## config.mk

```make
export PLATFORM = sky130hd
export DESIGN_NAME = rtmphs_front
export DESIGN_NICKNAME = d
export VERILOG_FILES = /design/src/hdl/rtmphs_pkg.sv /design/src/hdl/rtmphs_front.sv
export SDC_FILE = /design/constraint.sdc
export NUM_CORES = 1
export LEC_CHECK = 0
export ABC_AREA = 1
export BUFFER_PORTS_ARGS = -buffer_cell sky130_fd_sc_hd__clkbuf_2
export CAP_MARGIN = 40
export CORE_ASPECT_RATIO = 2
export CORE_MARGIN = 1.5
export CORE_UTILIZATION = 54
export CTS_CLUSTER_DIAMETER = 150
export DETAILED_ROUTE_END_ITERATION = 8
export HOLD_SLACK_MARGIN = 0.1
export PLACE_DENSITY_LB_ADDON = 0.12
export SYNTH_ARGS = -nofsm -noshare
export SYNTH_HDL_FRONTEND = slang
export SYNTH_SLANG_ARGS = --single-unit
```

## constraint.sdc

```tcl
create_clock -name clk -period 3.4 [get_ports clk]
set_input_delay 0.68 -clock clk [delete_from_list [all_inputs] [get_ports clk]]
set_output_delay 0.68 -clock clk [all_outputs]
set_load 0.005 [all_outputs]
```

## src/hdl/rtmphs_pkg.sv

```systemverilog
// shared types and constants for the rtmp handshake responder
// depends on nothing; imported by all modules but rtmphs_ram

package rtmphs_pkg;

  localparam int PACKET_BYTES = 1536;
  localparam int PKT_AW       = $clog2(PACKET_BYTES);
  localparam int QUEUE_DEPTH  = 4;
  localparam int QUEUE_AW     = $clog2(QUEUE_DEPTH);
  localparam int ECHO_START   = 8;
  localparam int S2_CLR_LO    = 4;
  localparam int S2_CLR_HI    = 7;
  localparam byte unsigned VERSION_RESET = 8'd3;

  typedef enum logic [1:0] {
    PH_WAIT_C0C1 = 2'd0,
    PH_WAIT_C2   = 2'd1,
    PH_DONE      = 2'd2,
    PH_FAILED    = 2'd3
  } phase_t;

  typedef enum logic [1:0] {
    SEG_S0 = 2'd0,
    SEG_S1 = 2'd1,
    SEG_S2 = 2'd2
  } tx_seg_t;

  typedef enum logic [1:0] {
    SRC_ZERO    = 2'd0,
    SRC_VERSION = 2'd1,
    SRC_LOCAL   = 2'd2,
    SRC_PEER    = 2'd3
  } tx_src_t;

  typedef enum logic {
    OP_RX = 1'b0,
    OP_TX = 1'b1
  } op_t;

  // one classified word handed from the front to the back
  typedef struct packed {
    logic              tx_valid;
    logic              tx_last;
    tx_src_t           src;
    logic [PKT_AW-1:0] addr;
    logic [7:0]        data;
    logic              cmp;
    logic              c2_end;
    phase_t            status;
    logic              consumed;
  } entry_t;

  // packet store write port driven by the front
  typedef struct packed {
    logic              we;
    logic [PKT_AW-1:0] addr;
    logic [7:0]        peer_data;
    logic [7:0]        local_data;
  } store_wr_t;

endpackage

```

## src/hdl/rtmphs_front.sv

```systemverilog
// front end: accepts words, runs the handshake counters, writes c1/s1 stores
// depends on rtmphs_pkg; feeds rtmphs_queue

module rtmphs_front (
  input  logic                       clk,
  input  logic                       rst_n,
  input  logic                       accept,
  input  logic                       operation,
  input  logic [7:0]                 rx_byte,
  input  logic [7:0]                 random_byte,
  input  logic [7:0]                 version,
  output rtmphs_pkg::entry_t         entry,
  output rtmphs_pkg::store_wr_t      store_wr
);
  import rtmphs_pkg::*;

  localparam logic [PKT_AW-1:0] LAST_OFF = PKT_AW'(PACKET_BYTES - 1);

  phase_t            phase_r, phase_nxt;
  logic              c0_seen_r, c0_seen_nxt;
  logic [PKT_AW-1:0] rx_off_r, rx_off_nxt;
  logic              tx_pending_r, tx_pending_nxt;
  tx_seg_t           tx_seg_r, tx_seg_nxt;
  logic [PKT_AW-1:0] tx_off_r, tx_off_nxt;
  logic              rx_last, tx_off_last;

  assign rx_last     = (rx_off_r == LAST_OFF);
  assign tx_off_last = (tx_off_r == LAST_OFF);

  // next state
  always_comb begin
    phase_nxt      = phase_r;
    c0_seen_nxt    = c0_seen_r;
    rx_off_nxt     = rx_off_r;
    tx_pending_nxt = tx_pending_r;
    tx_seg_nxt     = tx_seg_r;
    tx_off_nxt     = tx_off_r;
    if (accept) begin
      if (op_t'(operation) == OP_TX) begin
        if (tx_pending_r) begin
          unique case (tx_seg_r)
            SEG_S0: begin
              tx_seg_nxt = SEG_S1;
              tx_off_nxt = '0;
            end
            SEG_S1: begin
              if (tx_off_last) begin
                tx_seg_nxt = SEG_S2;
                tx_off_nxt = '0;
              end else begin
                tx_off_nxt = tx_off_r + 1'b1;
              end
            end
            default: begin
              if (tx_off_last) begin
                tx_pending_nxt = 1'b0;
                tx_seg_nxt     = SEG_S0;
                tx_off_nxt     = '0;
              end else begin
                tx_off_nxt = tx_off_r + 1'b1;
              end
            end
          endcase
        end
      end else begin
        unique case (phase_r)
          PH_WAIT_C0C1: begin
            if (!c0_seen_r) begin
              if (rx_byte != version) begin
                phase_nxt = PH_FAILED;
              end else begin
                c0_seen_nxt = 1'b1;
              end
            end else if (rx_last) begin
              phase_nxt      = PH_WAIT_C2;
              rx_off_nxt     = '0;
              tx_pending_nxt = 1'b1;
              tx_seg_nxt     = SEG_S0;
              tx_off_nxt     = '0;
            end else begin
              rx_off_nxt = rx_off_r + 1'b1;
            end
          end
          PH_WAIT_C2: begin
            // done here means "c2 ended"; the back resolves done vs failed
            if (rx_last) begin
              phase_nxt  = PH_DONE;
              rx_off_nxt = '0;
            end else begin
              rx_off_nxt = rx_off_r + 1'b1;
            end
          end
          default: ;
        endcase
      end
    end
  end

  // classified word and store writes
  always_comb begin
    entry          = '0;
    entry.src      = SRC_ZERO;
    entry.status   = phase_nxt;
    store_wr       = '0;
    store_wr.addr  = rx_off_r;
    store_wr.peer_data  = rx_byte;
    store_wr.local_data = (rx_off_r < PKT_AW'(ECHO_START)) ? 8'd0 : random_byte;
    if (op_t'(operation) == OP_TX) begin
      if (tx_pending_r) begin
        entry.tx_valid = 1'b1;
        entry.addr     = tx_off_r;
        unique case (tx_seg_r)
          SEG_S0: begin
            entry.src  = SRC_VERSION;
            entry.data = version;
          end
          SEG_S1: entry.src = SRC_LOCAL;
          default: begin
            entry.tx_last = tx_off_last;
            if (tx_off_r >= PKT_AW'(S2_CLR_LO) && tx_off_r <= PKT_AW'(S2_CLR_HI)) begin
              entry.src = SRC_ZERO;
            end else begin
              entry.src = SRC_PEER;
            end
          end
        endcase
      end
    end else begin
      unique case (phase_r)
        PH_WAIT_C0C1: begin
          entry.consumed = 1'b1;
          store_wr.we    = accept & c0_seen_r;
        end
        PH_WAIT_C2: begin
          entry.consumed = 1'b1;
          entry.addr     = rx_off_r;
          entry.data     = rx_byte;
          entry.cmp      = (rx_off_r >= PKT_AW'(ECHO_START));
          entry.c2_end   = rx_last;
        end
        default: ;
      endcase
    end
  end

  always_ff @(posedge clk) begin
    if (!rst_n) begin
      phase_r      <= PH_WAIT_C0C1;
      c0_seen_r    <= 1'b0;
      rx_off_r     <= '0;
      tx_pending_r <= 1'b0;
      tx_seg_r     <= SEG_S0;
      tx_off_r     <= '0;
    end else begin
      phase_r      <= phase_nxt;
      c0_seen_r    <= c0_seen_nxt;
      rx_off_r     <= rx_off_nxt;
      tx_pending_r <= tx_pending_nxt;
      tx_seg_r     <= tx_seg_nxt;
      tx_off_r     <= tx_off_nxt;
    end
  end

endmodule

```

* Yosys cells after proc, flatten, opt, wreduce, memory -nomap -nowiden
Index checks and enable logic that the tools add are counted.
** Storage, ports and cells
- Logic and storage cells :: 85
- Input bits :: 28
- Bits in registers :: 28
** Operators by class
- Eq/ne operators :: 9
- Mux-type cells :: 48
- $add $sub $neg :: 2
- Bitwise gates (word level) :: 2
- Reductions and logical operators :: 14
- Order comparisons :: 4
** Operators by type and width (number)
- $mux W11 :: 9
- $mux W2 :: 15
- $mux W23 :: 1
- $add A11 B1 Y11 const B :: 2
- $eq A11 B11 Y1 const B :: 2
- $pmux W11 S2 :: 1
- $mux W21 :: 1
- $mux W19 :: 1
- $mux W8 :: 2
- $mux W1 :: 14
- $pmux W2 S2 :: 3
- $ge A11 B3 Y1 const B :: 1
- $ge A11 B4 Y1 const B :: 1
- $le A11 B3 Y1 const B :: 1
- $lt A11 B4 Y1 const B :: 1
- $ne A8 B8 Y1 :: 1
- $reduce_and A4 Y1 :: 2
- $reduce_bool A2 Y1 :: 4
- $reduce_and A7 Y1 :: 1
- $reduce_and A5 Y1 :: 1
- $eq A2 B1 Y1 const B :: 2
- $logic_not A2 Y1 :: 2
- $mux W4 :: 1
- $reduce_or A2 Y1 :: 2
- other kinds (8) :: 8

* Depth between registers and ports, before layout
- Depth in word-level cells :: 6
- Depth in mapped cells :: 12

* Worst setup path after synthesis
No wires, ideal clock.
- Path kind :: input to output
- From :: input port operation
- To :: output port entry[1] in the netlist's numbering
- Setup slack :: 1248 ps
- Data arrival time :: 1472 ps
- Stages :: 7
- Required time :: 2720 ps
- Path through :: buf_6 -> nor2_8 -> nand2_1 -> nor2_1 -> nand2_1 -> nand2_1 -> inv_1
** RTL lines
- start: declaration :: RTL line rtmphs_front.sv:8 : input logic operation,
- end: declaration :: RTL line rtmphs_front.sv:12 : output rtmphs_pkg::entry_t entry,

==> flow_summary.json <==
{
  "netlist_area_um2": 2230,
  "worstSetupEndpointType": "output port",
  "hold_violations": 0,
  "ctsResizeCount": 0,
  "synth.ff_latch_count": 28,
  "hp-class": "register to register",
  "r2r_setup_slack_ns": 1.40,
  "tns_ns": 0,
  "clk_pin_slew_worst_paths_ns": 0.10,
  "required_ns": 2.72,
  "wl_per_cell_um": 13.0,
  "post-synth-top-area-fraction_pct": 25.2,
  "synthToLayoutAreaGrowth_pct": 18.9,
  "crit_family": "buffers and inverters",
  "grt_pass1_wl_um": 9980,
  "drv_slew": 0,
  "grt_max_degree": 16,
  "post_cts.repair.setup_buffers": 0,
  "cts_hold_buf": 0,
  "dp_slack_ns": 0.710,
  "syn-num-nets": 390,
  "root_buffer": "clkbuf_8",
  "crit_buf_inv": 3,
  "die_y_um": 93.8,
  "arrival_ns": 2.03,
  "grt_usage_pct": 27.2,
  "final_common_cell": "clkbuf_2",
  "place_inst": 474,
  "setup_violations": 0,
  "max_slew_margin_pct": 40.5,
  "drive_gt1_share_pct": 26.5,
  "worst_slack_ns": 0.695,
  "period_share_pct": 79.6,
  "critPathMaxFanout": 11,
  "rsz0062_at_grt": "no",
  "synth_area_leaders": "dfxtp_1 25%, nand2_1 13%, nor2_1 9.6%",
  "core-area_um2": 3880,
  "crit_path_top_delay_cell": "inv_1",
  "crit_path_start_kind": "primary input",
  "utilization_pct": 68.2,
  "synthSimpleGateAreaFrac_pct": 41.2,
  "tightest_slew_ns": 0.889,
  "cap_violations": 0,
  "dr.pass1.iters": 4,
  "syn_avg_cell_area_um2": 6.22,
  "detail_route.iter0.violations": 66,
  "floorplan.initialDensity_pct": 57.3,
  "nets": 460,
  "cts_buffers": 3,
  "synth_top_family_by_area": "simple AND/OR/NAND/NOR gates",
  "rows": 32,
  "cts.path.max_buffers": 2,
  "io_buffer_count": 83,
  "ys_warn_count": 0,
  "power_density_nw_per_um2": 254,
  "die_w_um": 48.4,
  "die_area_um2": 4540,
  "final_cell_mix": "83 x clkbuf_2, 79 x nand2_1, 57 x nor2_1",
  "insertion_delay_ns": 0.29,
  "antennaDiodeCount": 0,
  "synthMuxAreaShare_pct": 0,
  "gr-total-overflow": 0,
  "ir_worst_vdd_v": 0.000308,
  "synthXorXnorAreaFrac_pct": 4.33,
  "synth_compound_area_share_pct": 12.7,
  "wl_um": 6230,
  "syn_inst": 358,
  "status": "finished clean",
  "power.total_uw": 674,
  "avgViaCountPerCell": 5.34,
  "cts_tree": "done",
  "clkSinkCount": 28,
  "io_pins": 84,
  "ys_seq_area_share_pct": 25.2,
  "leakagePower_nw": 1.29,
  "slowest_delay_ns": 0.39,
  "criticalPathCategory": "primary input to output port",
  "vias": 2552,
  "fin_cells": 478,
  "grt_pass1_vias": 2311,
  "max_freq_ghz": 0.370,
  "postRouteAntennaNets": 0,
  "yosys.area.top_type": "dfxtp_1",
  "clock_skew_ns": 0.0104,
  "synth.distinct_cells": 36,
  "hpwlAfterDp_um": 4920,
  "cts_max_level": 1,
  "path_cells": "clkbuf_2, nand2_1, inv_1, nand2_1, o22ai_1, clkbuf_2",
  "min_period_ns": 2.71,
  "place_congestion": 0.919,
  "remaining_drc_errors": 0,
  "synth_fa_ha_area_share_pct": 2.25,
  "antenna_found_initial": 0
}
==> cells in the mapped netlist, drive strengths merged <==
library cell,n
nor3,7
o21ai,19
clkbuf,5
a21oi,14
xor2,4
ha,4
nand4,10
o31ai,1
a211oi,1
nand3,26
nor3b,3
nor4,3
o22ai,11
nor2,62
xnor2,7
inv,53
dfxtp,28
buf,14
nand2,86
==> area by class of cell <==
cell class                 instances  area [um^2]
clock buffer                       4         55.1
multi-input combinational        258         1350
inverter                          53          199
tap                               51         63.8
timing repair buffer              84          423
fill                             385         1230
sequential                        28          561
==> final timing paths <==
path | endpoint | cells past startpoint | start
setup reg to reg | tx_off_r[7] | 8 | tx_seg_r[0]
setup / recovery | entry[8] | 6 | operation
hold / removal | rx_off_r[10] | 2 | rx_off_r[10]
hold reg to reg | rx_off_r[10] | 2 | rx_off_r[10]
==> power by group <==
group	total [mW]	switching [mW]	internal (mW)	leakage, nW
registers	0.343	0.0100	0.333	0.226
logic	0.114	0.0697	0.0446	1.03
clock network	0.216	0.112	0.104	0.0288
total	0.674	0.192	0.482	1.29
==> routing by layer <==
metal / up-vias / GRT usage, % / routed length (um)
met5: - / 0 / 0
met4: 0 / 12.6 / 140
met3: 10 / 3.18 / 402
met2: 119 / 53.9 / 3350
met1: 1152 / 27.4 / 2330
li1: 1271 / - / -
==> stage by stage <==
| step | area [um^2] | hold slack, ns |
|---|---|---|
| finish | 2650 | 0.516 |
| global route | 2650 | 0.555 |
| CTS | 2650 | 0.520 |
| detailed placement | 2590 | 0.503 |
| global placement | 2590 | 0.494 |
| floorplan | 2230 | 0.470 |
==> worst min-delay path, cell delays in order (launching register included) <==
cell and delay (ns):
dfxtp_1 0.34, o21ai_0 0.07, a21oi_1 0.06
==> cells by family after synthesis <==
group | Yosys count
and+or+nand+nor | 197
buffers and inverters | 72
AOI/OAI and AO/OA | 46
DFF | 28
xor gates and xnor gates | 11
adders and majority gates | 4
==> state kept, by name, summed over array words and instances (netlist names) <==
signal        count
phase_r           2
tx_off_r         11
rx_off_r         11
tx_seg_r          2
tx_pending_r      1
c0_seen_r         1
Power figures use the tool's default switching activity.
