## config.mk

```make
export PLATFORM = sky130hd
export DESIGN_NAME = rtmphs_queue
export DESIGN_NICKNAME = d
export VERILOG_FILES = /design/src/hdl/rtmphs_pkg.sv /design/src/hdl/rtmphs_queue.sv
export SDC_FILE = /design/constraint.sdc
export NUM_CORES = 1
export LEC_CHECK = 0
export BUFFER_PORTS_ARGS = -buffer_cell sky130_fd_sc_hd__buf_2
export CAP_MARGIN = 0
export CORE_UTILIZATION = 45
export CTS_CLUSTER_SIZE = 40
export DETAILED_ROUTE_END_ITERATION = 10
export PLACE_DENSITY_LB_ADDON = 0.08
export RECOVER_POWER = 100
export SLEW_MARGIN = 40
export SYNTH_ARGS = -nofsm -noshare
export SYNTH_HDL_FRONTEND = slang
export SYNTH_SLANG_ARGS = --single-unit
```

## constraint.sdc

```tcl
create_clock -name clk -period 1.8 [get_ports clk]
set_input_delay 0.36 -clock clk [delete_from_list [all_inputs] [get_ports clk]]
set_output_delay 0.36 -clock clk [all_outputs]
set_load 0.1 [all_outputs]
```

## src/hdl/rtmphs_pkg.sv

```systemverilog
// shared types and constants for the rtmp handshake responder
// depends on nothing; imported by all modules but rtmphs_ram

package rtmphs_pkg;

  localparam int PACKET_BYTES = 1536;
  localparam int PKT_AW       = $clog2(PACKET_BYTES);
  localparam int QUEUE_DEPTH  = 4;
  localparam int QUEUE_AW     = $clog2(QUEUE_DEPTH);
  localparam int ECHO_START   = 8;
  localparam int S2_CLR_LO    = 4;
  localparam int S2_CLR_HI    = 7;
  localparam byte unsigned VERSION_RESET = 8'd3;

  typedef enum logic [1:0] {
    PH_WAIT_C0C1 = 2'd0,
    PH_WAIT_C2   = 2'd1,
    PH_DONE      = 2'd2,
    PH_FAILED    = 2'd3
  } phase_t;

  typedef enum logic [1:0] {
    SEG_S0 = 2'd0,
    SEG_S1 = 2'd1,
    SEG_S2 = 2'd2
  } tx_seg_t;

  typedef enum logic [1:0] {
    SRC_ZERO    = 2'd0,
    SRC_VERSION = 2'd1,
    SRC_LOCAL   = 2'd2,
    SRC_PEER    = 2'd3
  } tx_src_t;

  typedef enum logic {
    OP_RX = 1'b0,
    OP_TX = 1'b1
  } op_t;

  // one classified word handed from the front to the back
  typedef struct packed {
    logic              tx_valid;
    logic              tx_last;
    tx_src_t           src;
    logic [PKT_AW-1:0] addr;
    logic [7:0]        data;
    logic              cmp;
    logic              c2_end;
    phase_t            status;
    logic              consumed;
  } entry_t;

  // packet store write port driven by the front
  typedef struct packed {
    logic              we;
    logic [PKT_AW-1:0] addr;
    logic [7:0]        peer_data;
    logic [7:0]        local_data;
  } store_wr_t;

endpackage

```

## src/hdl/rtmphs_queue.sv

```systemverilog
// short flip-flop fifo of classified words between front and back
// depends on rtmphs_pkg

module rtmphs_queue (
  input  logic                clk,
  input  logic                rst_n,
  input  logic                push,
  input  rtmphs_pkg::entry_t  push_entry,
  output logic                full,
  input  logic                pop,
  output logic                head_valid,
  output rtmphs_pkg::entry_t  head_entry
);
  import rtmphs_pkg::*;

  entry_t              slot_r [QUEUE_DEPTH];
  logic [QUEUE_AW-1:0] wr_ptr_r, rd_ptr_r;
  logic [QUEUE_AW:0]   count_r, count_nxt;

  assign full       = (count_r == (QUEUE_AW+1)'(QUEUE_DEPTH));
  assign head_valid = (count_r != '0);
  assign head_entry = slot_r[rd_ptr_r];

  always_comb begin
    count_nxt = count_r;
    if (push && !pop) begin
      count_nxt = count_r + 1'b1;
    end else if (!push && pop) begin
      count_nxt = count_r - 1'b1;
    end
  end

  always_ff @(posedge clk) begin
    if (push) begin
      slot_r[wr_ptr_r] <= push_entry;
    end
  end

  always_ff @(posedge clk) begin
    if (!rst_n) begin
      wr_ptr_r <= '0;
      rd_ptr_r <= '0;
      count_r  <= '0;
    end else begin
      if (push) begin
        wr_ptr_r <= wr_ptr_r + 1'b1;
      end
      if (pop) begin
        rd_ptr_r <= rd_ptr_r + 1'b1;
      end
      count_r <= count_nxt;
    end
  end

endmodule

```

Yosys cells after proc, flatten, opt, wreduce, memory -nomap -nowiden:

Memory sizes are Yosys's and may differ from the RTL's. A register that Yosys moved wholly into a read port is not among the register bits.
Index checks and enable logic that the tools add are counted.

* flip-flop bits (word level): 7
* bits in writable memories: 112
* input bits: 32
* logic and storage cells: 21
* memories: 1

* add/sub/neg operators: 4
* equality and inequality tests: 1
* muxes and demuxes: 6
* reductions and logical operators: 6

Memories
* slot_r: depth 4, bits a word 28, read ports 1, clocked after memory_dff 1, wr ports 1, line rtmphs_queue.sv:16 `entry_t slot_r [QUEUE_DEPTH];`

Operator list (count)
* two-way mux 3 bit: 2
* adder 2 x 1 -> 2 bit, second input constant: 2
* two-way mux 2 bit: 2
* adder 3 x 1 -> 3 bit, second input constant: 1
* == test 3 bit, second input constant: 1
* nonzero test 3 bit: 1
* subtractor 3 x 1 -> 3 bit, second input constant: 1
* logical AND 1 bit: 2
* logical NOT 1 bit: 2
* two-way mux 1 bit: 2
* nonzero test 2 bit: 1

Logic depth before layout (Yosys ltp):

Gate-level depths: netlist of the first run.

* depth in word-level cells: 4
* depth in mapped cells: 7
* mapped depth without buffers: 7

Least setup slack after synthesis of the first run:

No wires, ideal clock.

* kind: flip-flop to output port
* start point: reg count_r[0]
* end point: out full
* arrival: 2.549 ns
* slack: -1.109 ns
* cell stages (with the launch flop): 2
* buffers on the path: 0
* path through: dfxtp_1 -> nor3b_1

* cells in the longest elaborated chain, start to end: 1

RTL lines
* start, declared: line rtmphs_queue.sv:18 `logic [QUEUE_AW:0] count_r, count_nxt;`
* start signal, assigned: line rtmphs_queue.sv:51 `count_r <= count_nxt;`
* == test 3 bit: line rtmphs_queue.sv:20 `assign full = (count_r == (QUEUE_AW+1)'(QUEUE_DEPTH));`
* end, declared: line rtmphs_queue.sv:9 `output logic full,`

Every way passes these cells.

==> impl_metrics.json, run 1 <==
{
  "setup_ws_ns": -0.3897,
  "final_cells": 425,
  "antenna_found_initial": 0,
  "final_antenna_net_count": 0,
  "final.period_utilization": 1.216,
  "initial_utilization": 0.4642,
  "power.total_mw": 8.143,
  "start_kind": "flop",
  "clk_path_buf_depth": 2,
  "dp_cells": 391,
  "slew_viol_final": 0,
  "synth_cell_types": 20,
  "cts_root_buffer": "clkbuf_8",
  "path_class": "flop to primary output",
  "dr.pass1.iters": 4,
  "cts_buffers": 17,
  "hold_violations": 0,
  "path_clk_slew_ns": 0.05,
  "post-place-ws_ns": -0.02213,
  "hold_class": "input pin to flop",
  "path_cells": "buf_6, mux4_2, buf_12",
  "crit_fanout": 6,
  "grt_overflow_total": 0,
  "port-buffer-count": 61,
  "grt_pass1_vias": 2236,
  "required_ns": 1.44,
  "finalClockSkew_ns": 0.004695,
  "synth.top_cell.area_share": 0.7413,
  "rsz0062_at_grt": "yes",
  "routed_wl_um": 7485,
  "violations": "setup timing",
  "setup_viol": 28,
  "n_antenna_cell": 0,
  "drc": 0,
  "peakVddDrop_mv": 0.6606,
  "netlist_instances": 189,
  "synthesis.nets": 227,
  "critPathCaptureType": "primary output",
  "powerDensity_mw_per_mm2": 1343,
  "routedWlPerCell_um": 17.61,
  "slew-limit-headroom": 0.4672,
  "syn_area_per_cell_um2": 24.00,
  "fin_hold_ws_ns": 0.1200,
  "ys_ff_latch": 121,
  "num_vias": 2092,
  "n_fill_cell": 726,
  "drv_cap": 0,
  "cts.sinks": 121,
  "finalCriticalPeriod_ns": 2.190,
  "maxClockFrequency_ghz": 0.4567,
  "grt_max_degree": 29,
  "grt_use_total": 0.1642,
  "gp_congestion": 0.6643,
  "r2r-start": "count_r[0]",
  "nets": 318,
  "final_util": 0.6203,
  "dp_hpwl_um": 4522,
  "cts_tree": "yes",
  "synth_area_mm2": 0.004537,
  "netlist_top_cells_area": "edfxtp_1 (74%), mux4_2 (9.9%), mux4_1 (4.6%), dfxtp_1 (4.0%), ha_1 (1.4%)",
  "synth-seq-area-share": 0.7810,
  "fp.dieH_um": 102.4,
  "syn2layout_area_growth_pct": 33.65,
  "critPathMaxStageDelay_ns": 0.56,
  "dieArea_mm2": 0.01049,
  "die_x_um": 102.4,
  "leakagePower_nw": 2.077,
  "vias_per_cell": 4.922,
  "synth_top_area_cell": "edfxtp_1",
  "final_layout_size_suffix_gt1_frac": 0.3938,
  "grt_pass1_wl_um": 11850,
  "insertion_delay_ns": 0.50,
  "drtIter0Drc": 62,
  "outcome": "finished, violations left",
  "core_area_mm2": 0.009774,
  "hp-start": "push_entry[24]",
  "rows": 36,
  "slowest_stage": "mux4_2",
  "htreeDepth": 4,
  "worst_pin_slew_ns": 0.7992,
  "yosysWarnings": 0,
  "io-pin-count": 62,
  "cp.arrival_ns": 1.83
}
==> cell usage after synthesis <==
cell / number
ha_1: 5
nand2_1: 1
xnor2_1: 2
nor2b_1: 2
mux4_1: 8
fa_1: 1
xor2_1: 3
mux4_2: 20
a21boi_0: 1
or3_1: 2
o21ai_0: 1
inv_1: 4
buf_6: 1
buf_12: 2
and2_1: 9
buf_2: 3
nor3b_1: 1
edfxtp_1: 112
mux2i_1: 2
dfxtp_1: 9
==> path summary, 6_finish.rpt <==
kind                     to  slack, ns  depth (start not counted)
max          head_entry[14]      -0.39                          3
min           slot_r[1][24]       0.12                          1
max reg2reg      count_r[2]       0.13                          5
min reg2reg      count_r[2]       0.53                          2
==> state kept, by name (all words and copies together) (netlist names), named ones only <==
signal,flops
count_r,3
rd_ptr_r,2
slot_r,112
wr_ptr_r,2
==> where the power goes <==
part	internal, mW	switching (mW)
sequential	3.23	0.0556
combinational	0.670	1.13
clock	1.94	1.12
==> layout make-up <==
type / instances / area [um2] / share of cell area
Clock buffer: 17 / 414.1 / 0.06830
Clock inverter: 14 / 132.6 / 0.02187
Tap cell: 133 / 166.4 / 0.02745
Inverter: 4 / 15.01 / 0.002476
Timing Repair Buffer: 78 / 882.1 / 0.1455
Sequential cell: 121 / 3550 / 0.5854
Multi-Input combinational cell: 58 / 903.4 / 0.1490
==> cells by family after synthesis <==
group / share of synthesized area
adders and majority gates: 0.01820
muxes: 0.1500
AOI/OAI and AO/OA: 0.002757
and+or+nand+nor: 0.02041
DFF: 0.7810
buffers and inverters: 0.01792
xor gates and xnor gates: 0.009654
==> cells in the final DEF (no fill, tap or decap), types with 4 or more instances in the layout <==
cell type	instances
mux4_2	28
dfxtp_1	6
inv_1	4
edfxtp_1	112
ha_1	5
buf_12	32
and2_2	4
clkinv_2	5
clkbuf_16	16
clkbuf_2	6
buf_4	5
clkbuf_1	29
==> routing by layer <==
metal | vias up | global-route usage | wire length, um
met1 | 1057 | 0.1995 | 3236
met2 | 58 | 0.2566 | 3734
met4 | 0 | 0.07912 | 84
li1 | 968 | - | -
met3 | 9 | 0.06703 | 430
met5 | - | 0 | 0
==> critical path: cells and delay by family, from the launching register on <==
family / cells / cell delay [ns]
buffers and inverters: 2 / 0.36
muxes: 1 / 0.56
DFF: 1 / 0.41
==> timing repair <==
item | CTS | global route
pin swaps | 1 | 0
resized for setup | 22 | 1
endpoints found under the setup margin | 30 | 29
cloned | 1 | 0
buffers inserted | 2 | 0
hold buffers | 0 | 0
==> per-stage QoR <==
stage	TNS (ns)	instance area, um2
global placement	0	5523
floorplan	-0.1711	4548
detailed placement	-0.02213	5523
CTS	-11.21	6122
global route	-12.13	6063
finish	-10.12	6063
(Power assumes the default switching activity.)
==> run 2, diff against run 1 <==
Settings changed: GPL_ROUTABILITY_DRIVEN set to 0, SKIP_CTS_REPAIR_TIMING set to 1.
==> impl_metrics.json, run 2 (synthesis results as in run 1) <==
{
  "wl_met1_um": 3244,
  "swShare": 0.2838,
  "cts.sinks": 121,
  "r2r_setup_slack_ns": 0.16,
  "regMostFlops": "slot_r",
  "peakVddDrop_mv": 0.6598,
  "reg_top3": "slot_r (112), count_r (3)",
  "path_class": "flop to primary output",
  "syn2layout_area_growth_pct": 33.54,
  "post-place-ws_ns": -0.02213,
  "powerDensity_mw_per_mm2": 1344,
  "vias_per_cell": 4.939,
  "dp_hpwl_um": 4522,
  "p_clk_frac": 0.376,
  "final.period_utilization": 1.210,
  "slew_viol_final": 0,
  "grt_max_degree": 29,
  "fp.dieH_um": 102.4,
  "power.switching_mw": 2.310,
  "grt_use_total": 0.1610,
  "worst_pin_slew_ns": 0.7991,
  "power.total_mw": 8.142,
  "min_to": "slot_r[1][17]",
  "path_cells": "buf_6, mux4_2, buf_12",
  "grt_pass1_vias": 2218,
  "nets": 317,
  "critPathCaptureType": "primary output",
  "leakagePower_nw": 2.075,
  "finalCriticalPeriod_ns": 2.178,
  "final_common_cell": "edfxtp_1",
  "hp-start": "push_entry[17]",
  "num_vias": 2094,
  "setup_ws_ns": -0.3779,
  "r2r_cells": 3,
  "dr.pass1.iters": 4,
  "required_ns": 1.44,
  "routed_wl_um": 7518,
  "design_area_mm2": 0.006058,
  "setup_viol": 29,
  "outcome": "finished, violations left",
  "start_kind": "flop",
  "cts_root_buffer": "clkbuf_8",
  "die_x_um": 102.4,
  "cp.arrival_ns": 1.82,
  "holdPathStages": 1,
  "critPathMaxStageDelay_ns": 0.56,
  "cts_tree": "yes",
  "violations": "setup timing",
  "port-buffer-count": 61,
  "r2r-start": "wr_ptr_r[0]",
  "routedWlPerCell_um": 17.73,
  "final_layout_size_suffix_gt1_frac": 0.3918,
  "drc": 0,
  "io-pin-count": 62,
  "insertion_delay_ns": 0.50,
  "dp_cells": 391,
  "maxClockFrequency_ghz": 0.4592,
  "seq_power_share": 0.404,
  "rr_endpoint": "slot_r[0][22]",
  "slew-limit-headroom": 0.4673,
  "drtIter0Drc": 54,
  "core_area_mm2": 0.009774,
  "initial_utilization": 0.4642,
  "finalClockSkew_ns": 0.004943,
  "slowest_stage": "mux4_2",
  "final_antenna_net_count": 0,
  "multiInputGateArea_um2": 903.4,
  "top_layer": "met4",
  "met3WireLength_um": 467,
  "final_cells": 424,
  "rsz0062_at_grt": "yes",
  "drv_cap": 0,
  "antenna_found_initial": 0,
  "hold_violations": 0,
  "n_fill_cell": 729,
  "final_cell_mix": "edfxtp_1 (112), buf_12 (32), mux4_2 (28), clkbuf_1 (28), clkbuf_16 (17)",
  "grt_pass1_wl_um": 11620,
  "p_comb_frac": 0.220,
  "grt_overflow_total": 0,
  "dieArea_mm2": 0.01049,
  "hold_class": "input pin to flop",
  "path_clk_slew_ns": 0.06,
  "cts_buffers": 17,
  "clk_path_buf_depth": 2,
  "largest_reg_flops": 112,
  "p_int_mw": 5.832,
  "rows": 36,
  "htreeDepth": 4,
  "place_area_mm2": 0.005523,
  "wl_met2_um": 3709,
  "seqCellArea_mm2": 0.003551,
  "n_antenna_cell": 0,
  "crit_fanout": 6
}
## run 2: changes by cell type in the layout (fill, tap and decap cells not counted)
cell       previous run  this run
dfxtp_2               2         0
buf_16                1         0
clkbuf_1             29        28
clkbuf_16            16        17
dfxtp_1               6         7
dfxtp_4               1         2
## run 2: metrics by stage
step	util	setup TNS, ns	hold WS [ns]
6_report	0.6198	-10.08	0.1141
5_1_grt	0.6198	-12.11	0.1007
4_1_cts	0.6210	-11.97	0.04039
3_5_place_dp	0.5650	-0.02213	0.5346
3_3_place_gp	0.5650	0	0.4908
2_1_floorplan	-	-0.1711	0.4589
## run 2: cell type report
class                           instances  share of cell area
Clock buffer                           17             0.06836
Clock inverter                         14             0.02189
Inverter                                4            0.002478
Multi-Input combinational cell         58              0.1491
Sequential cell                       121              0.5861
Tap cell                              133             0.02747
Timing Repair Buffer                   77              0.1446
## run 2: critical path, delay by kind of cell (launching register included)
family	cells	cell delay, ns
DFF	1	0.40
muxes	1	0.56
buffers and inverters	2	0.35
## run 2: metal layers
layer  track usage  vias to the layer above
met3       0.06703                       12
met4       0.07912                        0
li1              -                      963
met1        0.1910                     1054
met5             0                        -
met2        0.2550                       65
## run 2: worst max-delay path by stage
stage / start / endpoint / slack, ns / cells past startpoint
floorplan: flop / head_entry[14] / -0.02 / 2
global placement: pop / count_r[2] / 0.05 / 8
detailed placement: pop / count_r[2] / -0.02 / 8
CTS: flop / head_entry[14] / -0.48 / 3
global route: flop / head_entry[5] / -0.44 / 3
finish: flop / head_entry[27] / -0.38 / 3
## run 2: power groups by stage
stage | sequential [mW] | clock, mW | combinational, mW
4_1_cts | 3.28 | 3.12 | 1.76
5_1_grt | 3.30 | 3.27 | 1.86
2_1_floorplan | 3.32 | 0 | 1.15
3_3_place_gp | 3.33 | 0 | 1.75
6_report | 3.29 | 3.06 | 1.79
3_5_place_dp | 3.34 | 0 | 1.76
